**src/rtl/dsas_pkg.sv**
```systemverilog
// types, constants and helpers of the debounced signal auto-switch block
package dsas_pkg;

  // number of switcher inputs, only the lower sixteen are tracked
  localparam int unsigned MaxInputs = 16;
  localparam int unsigned LaneW     = 16;
  localparam int unsigned LaneLimit = (MaxInputs > LaneW) ? LaneW : MaxInputs;
  localparam int unsigned CountW    = 5;
  localparam int unsigned NumW      = 8;
  localparam int unsigned TickW     = 16;
  localparam int unsigned CfgIdxW   = 1;
  localparam int unsigned CfgDataW  = 16;

  localparam logic [TickW-1:0] DebounceReset = TickW'(500);

  typedef enum logic [1:0] {
    OP_TICK   = 2'b00,
    OP_REPORT = 2'b01,
    OP_SELECT = 2'b10
  } opcode_e;

  typedef enum logic [1:0] {
    ACT_NONE     = 2'b00,
    ACT_ANNOUNCE = 2'b01,
    ACT_RESTORE  = 2'b10,
    ACT_SWITCH   = 2'b11
  } action_e;

  typedef enum logic [CfgIdxW-1:0] {
    CFG_AUTO_SWITCH = 1'b0,
    CFG_DEBOUNCE    = 1'b1
  } cfg_idx_e;

  typedef struct packed {
    logic [1:0]        opcode;
    logic [LaneW-1:0]  sig_bits;
    logic [CountW-1:0] sig_count;
    logic [NumW-1:0]   input_number;
  } in_t;

  typedef struct packed {
    action_e         action;
    logic [NumW-1:0] target_input;
    logic [NumW-1:0] selected_input;
  } out_t;

  typedef struct packed {
    logic             auto_switch;
    logic [TickW-1:0] debounce_ticks;
  } cfg_t;

  // low n lanes set, all lanes for n of sixteen or more
  function automatic logic [LaneW-1:0] lane_mask(logic [CountW-1:0] n);
    logic [LaneW-1:0] m;
    m = '0;
    for (int i = 0; i < LaneW; i++) begin
      m[i] = (CountW'(i) < n);
    end
    return m;
  endfunction

endpackage

```
**src/rtl/dsas_cfg_regs.sv**
```systemverilog
// configuration registers of the auto-switch block
module dsas_cfg_regs (
  input  logic                           clk_i,
  input  logic                           rst_ni,
  input  logic                           cfg_we_i,
  input  logic [dsas_pkg::CfgIdxW-1:0]   cfg_index_i,
  input  logic [dsas_pkg::CfgDataW-1:0]  cfg_data_i,
  output dsas_pkg::cfg_t                 cfg_o
);

  dsas_pkg::cfg_t cfg_q, cfg_d;

  // register index decode
  always_comb begin
    cfg_d = cfg_q;
    if (cfg_we_i) begin
      unique case (dsas_pkg::cfg_idx_e'(cfg_index_i))
        dsas_pkg::CFG_AUTO_SWITCH: cfg_d.auto_switch = cfg_data_i[0];
        dsas_pkg::CFG_DEBOUNCE:    cfg_d.debounce_ticks = cfg_data_i[dsas_pkg::TickW-1:0];
        default: cfg_d = cfg_q;
      endcase
    end
  end

  always_ff @(posedge clk_i or negedge rst_ni) begin
    if (!rst_ni) begin
      cfg_q.auto_switch    <= 1'b1;
      cfg_q.debounce_ticks <= dsas_pkg::DebounceReset;
    end else begin
      cfg_q <= cfg_d;
    end
  end

  assign cfg_o = cfg_q;

endmodule

```
**src/rtl/dsas_core.sv**
```systemverilog
// tracking state and combinational decision logic for one item
module dsas_core (
  input  logic           clk_i,
  input  logic           rst_ni,
  input  logic           fire_i,
  input  dsas_pkg::in_t  item_i,
  input  dsas_pkg::cfg_t cfg_i,
  output dsas_pkg::out_t res_o
);

  logic [dsas_pkg::LaneW-1:0]  pend_bits_q, pend_bits_d;
  logic [dsas_pkg::LaneW-1:0]  stable_bits_q, stable_bits_d;
  logic [dsas_pkg::CountW-1:0] pend_count_q, pend_count_d;
  logic [dsas_pkg::TickW-1:0]  elapsed_q, elapsed_d;
  logic                        seen_q, seen_d;
  logic                        all_lost_q, all_lost_d;
  logic [dsas_pkg::NumW-1:0]   cur_sel_q, cur_sel_d;

  logic [dsas_pkg::CountW-1:0] rep_count;
  logic [dsas_pkg::LaneW-1:0]  rep_bits;
  logic                        rep_changed;
  logic [dsas_pkg::LaneW-1:0]  pend_mask;
  logic [dsas_pkg::TickW-1:0]  elapsed_inc;
  logic                        tick_commit;
  logic [dsas_pkg::LaneW-1:0]  stable_new;
  logic [dsas_pkg::LaneW-1:0]  lit;
  logic [dsas_pkg::CountW-1:0] highest;

  // report clipping to the tracked lanes
  assign rep_count = (item_i.sig_count > dsas_pkg::CountW'(dsas_pkg::LaneLimit)) ?
                     dsas_pkg::CountW'(dsas_pkg::LaneLimit) : item_i.sig_count;
  assign rep_bits    = item_i.sig_bits & dsas_pkg::lane_mask(rep_count);
  assign rep_changed = (rep_count != pend_count_q) || (rep_bits != pend_bits_q);

  // saturating elapsed count and debounce test
  assign pend_mask   = dsas_pkg::lane_mask(pend_count_q);
  assign elapsed_inc = (elapsed_q == '1) ? elapsed_q : elapsed_q + dsas_pkg::TickW'(1);
  assign tick_commit = cfg_i.auto_switch && (pend_count_q != '0) && seen_q &&
                       (((pend_bits_q ^ stable_bits_q) & pend_mask) != '0) &&
                       (elapsed_inc >= cfg_i.debounce_ticks);
  assign stable_new  = (stable_bits_q & ~pend_mask) | (pend_bits_q & pend_mask);
  assign lit         = stable_new & pend_mask;

  // priority encode, highest lit lane wins, one-based
  always_comb begin
    highest = '0;
    for (int i = 0; i < dsas_pkg::LaneW; i++) begin
      if (lit[i]) begin
        highest = dsas_pkg::CountW'(i + 1);
      end
    end
  end

  // next state and result per opcode
  always_comb begin
    pend_bits_d   = pend_bits_q;
    stable_bits_d = stable_bits_q;
    pend_count_d  = pend_count_q;
    elapsed_d     = elapsed_q;
    seen_d        = seen_q;
    all_lost_d    = all_lost_q;
    cur_sel_d     = cur_sel_q;
    res_o.action       = dsas_pkg::ACT_NONE;
    res_o.target_input = '0;
    unique case (dsas_pkg::opcode_e'(item_i.opcode))
      dsas_pkg::OP_TICK: begin
        elapsed_d = elapsed_inc;
        if (tick_commit) begin
          stable_bits_d = stable_new;
          if (highest == '0) begin
            all_lost_d = 1'b1;
          end else if (dsas_pkg::NumW'(highest) == cur_sel_q) begin
            if (all_lost_q) begin
              all_lost_d         = 1'b0;
              res_o.action       = dsas_pkg::ACT_RESTORE;
              res_o.target_input = dsas_pkg::NumW'(highest);
            end
          end else begin
            all_lost_d         = 1'b0;
            res_o.action       = dsas_pkg::ACT_SWITCH;
            res_o.target_input = dsas_pkg::NumW'(highest);
          end
        end
      end
      dsas_pkg::OP_REPORT: begin
        if ((item_i.sig_count != '0) && rep_changed) begin
          pend_bits_d  = rep_bits;
          pend_count_d = rep_count;
          elapsed_d    = '0;
          seen_d       = 1'b1;
        end
      end
      dsas_pkg::OP_SELECT: begin
        if (item_i.input_number != '0) begin
          cur_sel_d          = item_i.input_number;
          res_o.action       = dsas_pkg::ACT_ANNOUNCE;
          res_o.target_input = item_i.input_number;
        end
      end
      default: begin
        cur_sel_d = cur_sel_q;
      end
    endcase
    res_o.selected_input = cur_sel_d;
  end

  // state advances only on a processed item
  always_ff @(posedge clk_i or negedge rst_ni) begin
    if (!rst_ni) begin
      pend_bits_q   <= '0;
      stable_bits_q <= '0;
      pend_count_q  <= '0;
      elapsed_q     <= '0;
      seen_q        <= 1'b0;
      all_lost_q    <= 1'b0;
      cur_sel_q     <= '0;
    end else if (fire_i) begin
      pend_bits_q   <= pend_bits_d;
      stable_bits_q <= stable_bits_d;
      pend_count_q  <= pend_count_d;
      elapsed_q     <= elapsed_d;
      seen_q        <= seen_d;
      all_lost_q    <= all_lost_d;
      cur_sel_q     <= cur_sel_d;
    end
  end

endmodule

```
**src/rtl/debounced_signal_auto_switch.sv**
```systemverilog
// Debounced signal auto-switch: top level with input and result registers.
//
// Input channel (in_valid_i / in_stall_o / in_data_i) carries one item per
// transfer: a millisecond tick, a signal presence report or a selected-input
// report. Output channel (out_valid_o / out_stall_i / out_data_o) gives exactly
// one result per item, in order: an action, its target input and the current
// selection. The configuration port (cfg_we_i, cfg_index_i, cfg_data_i) sets
// auto-switch enable and the debounce time; write it only while idle.
// An accepted item is held in the input register while the decision logic
// runs; its result moves into the output register when that register is
// empty or not stalled. One item per cycle is sustained while the receiver
// does not stall; the limit is the single pass through the decision logic,
// which reads state updated by the item before it.
// Reset clears all tracking state, empties both registers and loads the
// configuration defaults (auto-switch on, 500 ticks).
// When the receiver stalls, the result holds and one more item is still
// taken into an empty input register; after that in_stall_o rises.
module debounced_signal_auto_switch (
  input  logic                          clk_i,
  input  logic                          rst_ni,
  input  logic                          in_valid_i,
  output logic                          in_stall_o,
  input  dsas_pkg::in_t                 in_data_i,
  output logic                          out_valid_o,
  input  logic                          out_stall_i,
  output dsas_pkg::out_t                out_data_o,
  input  logic                          cfg_we_i,
  input  logic [dsas_pkg::CfgIdxW-1:0]  cfg_index_i,
  input  logic [dsas_pkg::CfgDataW-1:0] cfg_data_i
);

  dsas_pkg::cfg_t cfg;
  dsas_pkg::in_t  in_q;
  dsas_pkg::out_t out_q;
  dsas_pkg::out_t res;
  logic           in_vld_q, in_vld_d;
  logic           out_vld_q, out_vld_d;
  logic           out_ready;
  logic           fire;
  logic           in_take;

  dsas_cfg_regs u_cfg (
    .clk_i       (clk_i),
    .rst_ni      (rst_ni),
    .cfg_we_i    (cfg_we_i),
    .cfg_index_i (cfg_index_i),
    .cfg_data_i  (cfg_data_i),
    .cfg_o       (cfg)
  );

  dsas_core u_core (
    .clk_i  (clk_i),
    .rst_ni (rst_ni),
    .fire_i (fire),
    .item_i (in_q),
    .cfg_i  (cfg),
    .res_o  (res)
  );

  // handshake between the two register stages
  assign out_ready  = !out_vld_q || !out_stall_i;
  assign fire       = in_vld_q && out_ready;
  assign in_stall_o = in_vld_q && !out_ready;
  assign in_take    = in_valid_i && !in_stall_o;
  assign in_vld_d   = in_take || (in_vld_q && !fire);
  assign out_vld_d  = fire || (out_vld_q && out_stall_i);

  always_ff @(posedge clk_i or negedge rst_ni) begin
    if (!rst_ni) begin
      in_vld_q  <= 1'b0;
      out_vld_q <= 1'b0;
    end else begin
      in_vld_q  <= in_vld_d;
      out_vld_q <= out_vld_d;
    end
  end

  // payload registers
  always_ff @(posedge clk_i) begin
    if (in_take) begin
      in_q <= in_data_i;
    end
    if (fire) begin
      out_q <= res;
    end
  end

  assign out_valid_o = out_vld_q;
  assign out_data_o  = out_q;

endmodule

```
**config.mk**
```make
export PLATFORM = sky130hd
export DESIGN_NAME = debounced_signal_auto_switch
export DESIGN_NICKNAME = d
export VERILOG_FILES = /design/src/rtl/dsas_pkg.sv /design/src/rtl/dsas_cfg_regs.sv /design/src/rtl/dsas_core.sv /design/src/rtl/debounced_signal_auto_switch.sv
export SDC_FILE = /design/constraint.sdc
export NUM_CORES = 1
export LEC_CHECK = 0
export BUFFER_PORTS_ARGS = -buffer_cell sky130_fd_sc_hd__buf_2
export CAP_MARGIN = 20
export CORE_MARGIN = 3
export CORE_UTILIZATION = 35
export CTS_CLUSTER_DIAMETER = 40
export DETAILED_ROUTE_END_ITERATION = 6
export GPL_TIMING_DRIVEN = 0
export SLEW_MARGIN = 25
export SYNTH_ARGS = -nofsm -noshare
export SYNTH_HDL_FRONTEND = slang
export SYNTH_SLANG_ARGS = --single-unit
export TNS_END_PERCENT = 20
```
**constraint.sdc**
```tcl
create_clock -name clk_i -period 6.6 [get_ports clk_i]
set_clock_uncertainty 0.1 [all_clocks]
set_input_delay 0.33 -clock clk_i [delete_from_list [all_inputs] [get_ports clk_i]]
set_output_delay 0.33 -clock clk_i [all_outputs]
set_load 0.03 [all_outputs]
```
; Word-level counts from Yosys, hierarchy flattened
; Cells that the tools add are included.
; Widths: inputs -> output; s select.
[classes]
add_sub_neg = 1
multipliers = 0
div = 0
n_lt_le_gt_ge = 34
n_eq_ne = 7
shift = 0
mux = 29
n_bitwise = 9
n_reduce_logical = 31
[ops]
columns = op, count
row1 = $and 16x16->16, 5
row2 = $lt 4x5->1 const A, 16
row3 = $lt 3x5->1 const A, 8
row4 = $mux 10, 4
row5 = $mux 16, 2
row6 = $mux 4, 8
row7 = $pmux 16 s2, 1
row8 = $lt 1x5->1 const A, 4
row9 = $lt 2x5->1 const A, 4
row10 = $pmux 10 s2, 1
row11 = $add 16x1->16 const B, 1
row12 = $eq 16x16->1 const B, 1
row13 = $ge 16x16->1, 1
row14 = $mux 8, 2
row15 = $ne 16x16->1, 1
row16 = $not 16->16, 1
row17 = $or 16x16->16, 1
row18 = $reduce_bool 16->1, 1
row19 = $xor 16x16->16, 1
row20 = $mux 3, 4
row21 = $logic_and 1x1->1, 10
row22 = $mux 5, 2
row23 = $reduce_bool 5->1, 2
row24 = $mux 9, 1
row25 = other kinds (17), 29
[word_totals]
ff_bits = 131
latch_bits = 0
ramBits = 0
mem_bits_ro = 0
out_inout_bits = 20
elab_cells = 129
memories = 0

; Depth between registers and ports, before layout
[logic_depth]
depth_word = 26
mapped_depth = 19

; Hierarchy
; From an unflattened synthesis, not the netlist that was laid out.
[unflattened]
cells_unflattened = 702
hier_area_um2 = 7307.0
[modules_own_cells]
columns = mod, instances, cells_each, area_each_um2, seq_area_each_um2
row1 = dsas_core, 1, 608, 5042.3, 1576.5
row2 = debounced_signal_auto_switch, 1, 57, 1564.0, 1521.5
row3 = dsas_cfg_regs, 1, 37, 700.7, 434.2

; Worst setup path after synthesis
; OpenSTA, ideal clock, no wires.
[synth_path]
path_type = flip-flop to flip-flop
start = reg u_core.elapsed_q[0] (netlist name)
end = reg u_core.all_lost_q
arrival_ns = 3.724
required_ns = 6.375
path_slack_ns = 2.652
path_stages_with_launch = 19
synth_period_minus_slack_ns = 3.948
cell_sequence = dfrtp_1 > ha_1 > nand2_1 > inv_1 > and4_1 > clkbuf_1 > nor3_1 > and3_1 > and3_1 > xor2_1 > ha_1 > nand4_1 > a211oi_1 > a21oi_1 > or3_1 > buf_4 > buf_6 > nor2_1 > mux2_2
[synth_via]
elab_chain_len = 5
word_cells_on_any_way = 6
classes_between = add/sub: 1 / order compare: 1 / eq/ne: 1 / mux: 1 / reduce/logical: 2
[synth_lines]
columns = item, line_no
row1 = "start, declared", dsas_core.sv:14  ; logic [dsas_pkg::TickW-1:0] elapsed_q, elapsed_d;
row2 = "start signal, assigned", dsas_core.sv:121  ; elapsed_q <= elapsed_d;
row3 = $add 16x1->16 or $eq 16x16->1 (tied branches), dsas_core.sv:37  ; assign elapsed_inc = (elapsed_q == '1) ? elapsed_q : elapsed_q + dsas_pkg::TickW'(1);
row4 = $mux 16 *, dsas_core.sv:37
row5 = $ge 16x16->1 *, dsas_core.sv:40  ; (elapsed_inc >= cfg_i.debounce_ticks);
row6 = $logic_and 1x1->1 *, dsas_core.sv:39  ; (((pend_bits_q ^ stable_bits_q) & pend_mask) != '0) &&
row7 = $reduce_and 3->1 (no line) *, --
row8 = "end signal, assigned", dsas_core.sv:123  ; all_lost_q <= all_lost_d;
row9 = "end, declared", dsas_core.sv:16  ; logic all_lost_q, all_lost_d;
; Mark *: on every way between the ends. The rest lies on a longest branch, timed or not.
; A chain may end at the register's enable or synchronous reset.

; Worst setup path in the final report
[layout_path]
start = reg u_core.elapsed_q[3] (netlist name)
end = reg u_core.stable_bits_q[9] (netlist name)
[layout_via]
elab_chain_len = 5
word_cells_on_any_way = 6
classes_between = add/sub: 1 / order compare: 1 / eq/ne: 1 / mux: 1 / reduce/logical: 2
[layout_lines]
columns = item, line_no
row1 = $add 16x1->16 or $eq 16x16->1 (tied branches), dsas_core.sv:37
row2 = $mux 16 *, dsas_core.sv:37
row3 = $ge 16x16->1 *, dsas_core.sv:40
row4 = $logic_and 1x1->1 *, dsas_core.sv:39
row5 = $reduce_and 3->1 (no line) *, --
row6 = "end signal, assigned", dsas_core.sv:119  ; stable_bits_q <= stable_bits_d;
row7 = "end, declared", dsas_core.sv:12  ; logic [dsas_pkg::LaneW-1:0] stable_bits_q, stable_bits_d;
; Marked as above.

==> results_tabular.tex <==
\begin{tabular}{lr}
\hline
Metric & Value \\
\hline
\multicolumn{2}{l}{\textbf{CTS}} \\
\quad Number of sinks on the clock net & 131 \\
\quad CTS clk-pin slew, worst paths & 0.06 ns \\
\quad Clk Tree Root Cell & sky130\_fd\_sc\_hd\_\_clkbuf\_16 \\
\quad H-Tree Depth & 4 \\
\quad Quantity of gates resized following cts & 0 \\
\quad Num CTS Buffers & 17 \\
\quad CTS Buffer Depth & 2 \\
\quad Clock tree from TritonCTS & done \\
\quad Clock Latency Late Sink & 0.42 ns \\
\multicolumn{2}{l}{\textbf{Global route}} \\
\quad Leftover overflow at the end of global routing & 0 \\
\quad Number of antenna violations at the first check in global routing & 0 \\
\quad GRT Overall Usage & 16.3\% \\
\quad Vias in the first global route & 5502 \\
\quad Wire length of the first global-routing pass & 28800 µm \\
\quad Maximum number of pins on one net before global-route repair & 54 \\
\multicolumn{2}{l}{\textbf{Floorplan}} \\
\quad Initial standard-cell utilization of the core & 35.8\% \\
\quad Die Span X & 150 µm \\
\quad Area of the core & 20300 µm² \\
\quad Die Area & 22500 µm² \\
\quad Floorplan die height & 150 µm \\
\quad I/O pin total & 73 \\
\quad Row count & 52 \\
\multicolumn{2}{l}{\textbf{Synth}} \\
\quad Synth warnings & 0 \\
\quad Post-synthesis share of cell area spent on xor and xnor gates & 5.19\% \\
\quad Net Count, Synth & 754 \\
\quad Portion of netlist area occupied by mux cells & 8.74\% \\
\quad Netlist area before placement & 7260 µm² \\
\quad Synthesized area per cell & 10.6 µm² \\
\quad Number of enable flip-flop cells after synthesis & 49 \\
\quad Dominant combinational cell family by area after synthesis & simple AND/OR/NAND/NOR gates \\
\quad Flip-flop cell with the highest count after synthesis & sky130\_fd\_sc\_hd\_\_dfrtp\_1 \\
\quad Post-Syn Instances & 684 \\
\quad Share of synthesized flip-flops with an asynchronous set or reset & 62.6\% \\
\quad Post-synthesis share of cell area spent on and, or, nand and nor gates & 15.1\% \\
\quad Sequential cell area fraction in the yosys report & 48.7\% \\
\quad Area share of fa/ha/maj cells after synthesis & 3.34\% \\
\quad Compound-Gate Fraction of Synth Area & 14.5\% \\
\quad Number of library cell types mapped by synthesis & 80 \\
\quad FF+latch count, synth & 131 \\
\multicolumn{2}{l}{\textbf{Placement}} \\
\quad DPL Wire Length & 12800 µm \\
\quad Placed Area & 8010 µm² \\
\quad Total placed cells including tap cells & 1028 \\
\quad GP Congestion & 0.843 \\
\quad IO Port Bufs & 72 \\
\multicolumn{2}{l}{\textbf{STA}} \\
\quad Max\_slew headroom & 42.4\% \\
\quad Number of hold violations in the final report & 0 \\
\quad Total setup violations reported at the end of the flow & 0 \\
\quad Final worst hold slack & 0.0393 ns \\
\quad Accumulated negative setup slack & 0 ns \\
\quad Maximum clock frequency & 220 MHz \\
\quad Slew of the pin with the lowest slew margin & 0.857 ns \\
\quad Total count of max-transition violations in the final report & 0 \\
\quad Final cycle utilization of the critical path & 68.9\% \\
\quad Min cycle time layout & 4.55 ns \\
\quad Unrepaired setup endpoints after global routing & no \\
\multicolumn{2}{l}{\textbf{Flow run}} \\
\quad Max capacitance violation total & 0 \\
\multicolumn{2}{l}{\textbf{Power and ir drop}} \\
\quad Logic gate share of total power & 27.1\% \\
\quad Power, Total & 0.00282 W \\
\quad Internal Power & 0.00187 W \\
\quad Max VDD drop & 0.000169 V \\
\quad Switching Share & 33.6\% \\
\quad Switching power & 0.000947 W \\
\quad Share of power burned in the clock network & 35.4\% \\
\quad Power per cell area & 315 nW/µm² \\
\quad Power share of the sequential group & 37.5\% \\
\quad Total leakage power & 3.95 nW \\
\multicolumn{2}{l}{\textbf{Critical path}} \\
\quad Reg-to-reg slack, setup & 2.05 ns \\
\quad Worst setup path start & u\_core.elapsed\_q[3] \\
\quad Critical path launch point type & flop \\
\quad Register-to-Register Path Depth & 15 \\
\quad Critical path capture point & u\_core.stable\_bits\_q[9] \\
\quad Category of the critical setup timing path & reg -> reg \\
\quad Req. time, crit path & 6.80 ns \\
\quad Critical register-to-register path startpoint & u\_core.elapsed\_q[3] \\
\quad Worst endpoint data arrival time & 4.75 ns \\
\quad Worst flop-to-flop path endpoint & u\_core.stable\_bits\_q[9] \\
\quad Endpoint kind of the worst setup timing path & flop \\
\quad Maximum net fanout on the critical path & 7 \\
\multicolumn{2}{l}{\textbf{Finish}} \\
\quad Share of post-route cells with drive strength above 1 & 24.6\% \\
\quad Non-Filler Instances & 1092 \\
\quad Post-route cell area & 8950 µm² \\
\quad Fillers & 1965 \\
\quad Final net count & 879 \\
\quad Syn-to-layout area delta & 23.3\% \\
\quad Antenna diode count & 0 \\
\multicolumn{2}{l}{\textbf{Hold path}} \\
\quad Worst min-delay path class & in -> reg \\
\multicolumn{2}{l}{\textbf{Route}} \\
\quad Antenna Violating Nets Remaining & 0 \\
\quad Via count & 5561 \\
\quad Residual DRC & 0 \\
\quad Final WL & 17500 µm \\
\quad Number of optimization iterations in the first detailed-route pass & 5 \\
\quad Via count normalized by instance count & 5.09 \\
\quad Drt wl/cell & 16.0 µm \\
\quad Detailed Route Iter0 Violations & 364 \\
\multicolumn{2}{l}{\textbf{Outcome}} \\
\quad Outcome & completed \\
\hline
\end{tabular}
[worst max-delay path: stages (launching register included)]
cell                       delay (ns)
sky130_fd_sc_hd__dfrtp_1         0.41
sky130_fd_sc_hd__nand3_1         0.17
sky130_fd_sc_hd__nor3_1          0.35
sky130_fd_sc_hd__and4_1          0.23
sky130_fd_sc_hd__clkbuf_1        0.29
sky130_fd_sc_hd__nor3_1          0.16
sky130_fd_sc_hd__and3_1          0.25
sky130_fd_sc_hd__and3_1          0.22
sky130_fd_sc_hd__xor2_1          0.15
sky130_fd_sc_hd__ha_1            0.29
sky130_fd_sc_hd__nand4_1         0.09
sky130_fd_sc_hd__a211oi_1        0.22
sky130_fd_sc_hd__a21oi_1         0.14
sky130_fd_sc_hd__nor3_1          0.73
sky130_fd_sc_hd__and3_1          0.29
sky130_fd_sc_hd__mux2_2          0.33
[synth_stat cells (all sizes together), types with 5 or more instances]
| master | number | share of area (%) |
|---|---|---|
| or4 | 6 | 0.67 |
| xnor2 | 24 | 2.9 |
| dfrtp | 75 | 26 |
| a31oi | 7 | 0.60 |
| or3 | 7 | 0.67 |
| xor2 | 19 | 2.3 |
| dfstp | 7 | 2.5 |
| buf | 22 | 1.9 |
| edfxtp | 49 | 20 |
| nand4 | 7 | 0.81 |
| or2 | 5 | 0.43 |
| mux2i | 15 | 2.1 |
| o31ai | 8 | 1.1 |
| nand2b | 5 | 0.43 |
| ha | 17 | 2.9 |
| mux2 | 43 | 6.7 |
| and2 | 10 | 0.86 |
| and3 | 8 | 0.69 |
| nand3 | 15 | 1.0 |
| a21boi | 5 | 0.52 |
| a211o | 6 | 0.72 |
| a21oi | 17 | 1.2 |
| a21o | 11 | 1.1 |
| nor2b | 7 | 0.60 |
| clkbuf | 10 | 0.52 |
| nor2 | 31 | 1.7 |
| a211oi | 5 | 0.52 |
| inv | 40 | 2.1 |
| o21ai | 46 | 3.5 |
| nor3 | 21 | 1.4 |
| nand2 | 78 | 4.0 |
[cells in the final DEF, fill, tap and decap left out, types with 5 or more instances in the layout]
master	count
sky130_fd_sc_hd__xor2_1	19
sky130_fd_sc_hd__and3_1	8
sky130_fd_sc_hd__and2_1	8
sky130_fd_sc_hd__xnor2_1	24
sky130_fd_sc_hd__clkbuf_16	17
sky130_fd_sc_hd__edfxtp_1	49
sky130_fd_sc_hd__a21oi_1	17
sky130_fd_sc_hd__mux2i_1	15
sky130_fd_sc_hd__a211o_1	6
sky130_fd_sc_hd__dfrtp_1	75
sky130_fd_sc_hd__clkbuf_1	10
sky130_fd_sc_hd__o21ai_0	37
sky130_fd_sc_hd__nand2_1	78
sky130_fd_sc_hd__nand4_1	6
sky130_fd_sc_hd__dlygate4sd3_1	32
sky130_fd_sc_hd__o21ai_2	6
sky130_fd_sc_hd__or3_1	6
sky130_fd_sc_hd__buf_2	87
sky130_fd_sc_hd__a211oi_1	5
sky130_fd_sc_hd__a21o_1	11
sky130_fd_sc_hd__nand3_1	15
sky130_fd_sc_hd__mux2_2	38
sky130_fd_sc_hd__mux2_1	5
sky130_fd_sc_hd__nor3_1	21
sky130_fd_sc_hd__nor2b_1	7
sky130_fd_sc_hd__inv_1	38
sky130_fd_sc_hd__nor2_1	29
sky130_fd_sc_hd__or4_1	5
sky130_fd_sc_hd__nand2b_1	5
sky130_fd_sc_hd__a31oi_1	7
sky130_fd_sc_hd__dfstp_2	7
sky130_fd_sc_hd__inv_6	7
sky130_fd_sc_hd__ha_1	17
[power by group through the flow]
stage          Sequential, W  Clock [W]  Combinational, W
3_3_place_gp         0.00107          0          0.000731
6_report             0.00106   0.000997          0.000764
2_1_floorplan        0.00106          0          0.000528
4_1_cts              0.00106    0.00102          0.000764
3_5_place_dp         0.00107          0          0.000745
5_1_grt              0.00107    0.00105          0.000846
[flip-flops by register name (all words and copies together), names as in the netlist, 5 cells and up, named ones only]
| register | cells |
|---|---|
| u_core.stable_bits_q | 15 |
| u_core.cur_sel_q | 8 |
| u_core.pend_bits_q | 16 |
| in_q | 31 |
| u_cfg.cfg_o | 17 |
| u_core.elapsed_q | 16 |
| u_core.pend_count_q | 5 |
| out_data_o | 18 |
[area by class of cell]
type / count / area [µm²] / area share, %
Clock buffer: 18 / 429 / 4.79
Timing Repair Buffer: 106 / 734 / 8.20
Sequential cell: 131 / 3530 / 39.5
Buffer: 32 / 175 / 1.96
Multi-Input combinational cell: 481 / 3400 / 38.0
Tap cell: 270 / 338 / 3.77
Inverter: 40 / 150 / 1.68
Clock inverter: 14 / 190 / 2.12
[layer usage]
layer / routed length, µm / GRT usage (%) / up-vias
met4: 310 / 5.08 / 0
met3: 900 / 3.27 / 24
li1: - / - / 2730
met2: 7760 / 24.7 / 154
met5: 0 / 0 / -
met1: 8490 / 23.5 / 2653
[logic make-up after synthesis]
group / Yosys count
buffers and inverters: 72
xor gates and xnor gates: 43
AOI/OAI and AO/OA: 147
adders and majority gates: 20
DFF: 131
muxes: 58
and+or+nand+nor: 213
[how the worst min path moves through the flow]
stage,start,endpoint,slack (ns),depth (start not counted)
6_report,in_data_i[30],in_q[30],0.04,1
4_1_cts,cfg_data_i[2],u_cfg.cfg_o[2],0.03,2
3_5_place_dp,rst_ni,u_core.cur_sel_q[6],0.13,1
3_3_place_gp,u_core.seen_q,u_core.seen_q,0.35,1
5_1_grt,in_data_i[30],in_q[30],0.02,1
2_1_floorplan,rst_ni,asynchronous set/reset pin,-0.07,0
[timing repair]
| action | in CTS | in global routing |
|---|---|---|
| hold endpoints to repair | 60 | 0 |
| setup buffers | 0 | 0 |
| hold buffers | 32 | 0 |
[per-stage QoR]
| step | utilization, % | setup slack, ns |
|---|---|---|
| floorplan | - | 2.65 |
| global placement | 39.2 | 2.07 |
| detailed placement | 39.5 | 2.01 |
| CTS | 44.1 | 1.98 |
| global route | 44.1 | 1.67 |
| finish | 44.1 | 2.05 |
(Power assumes the default switching activity.)
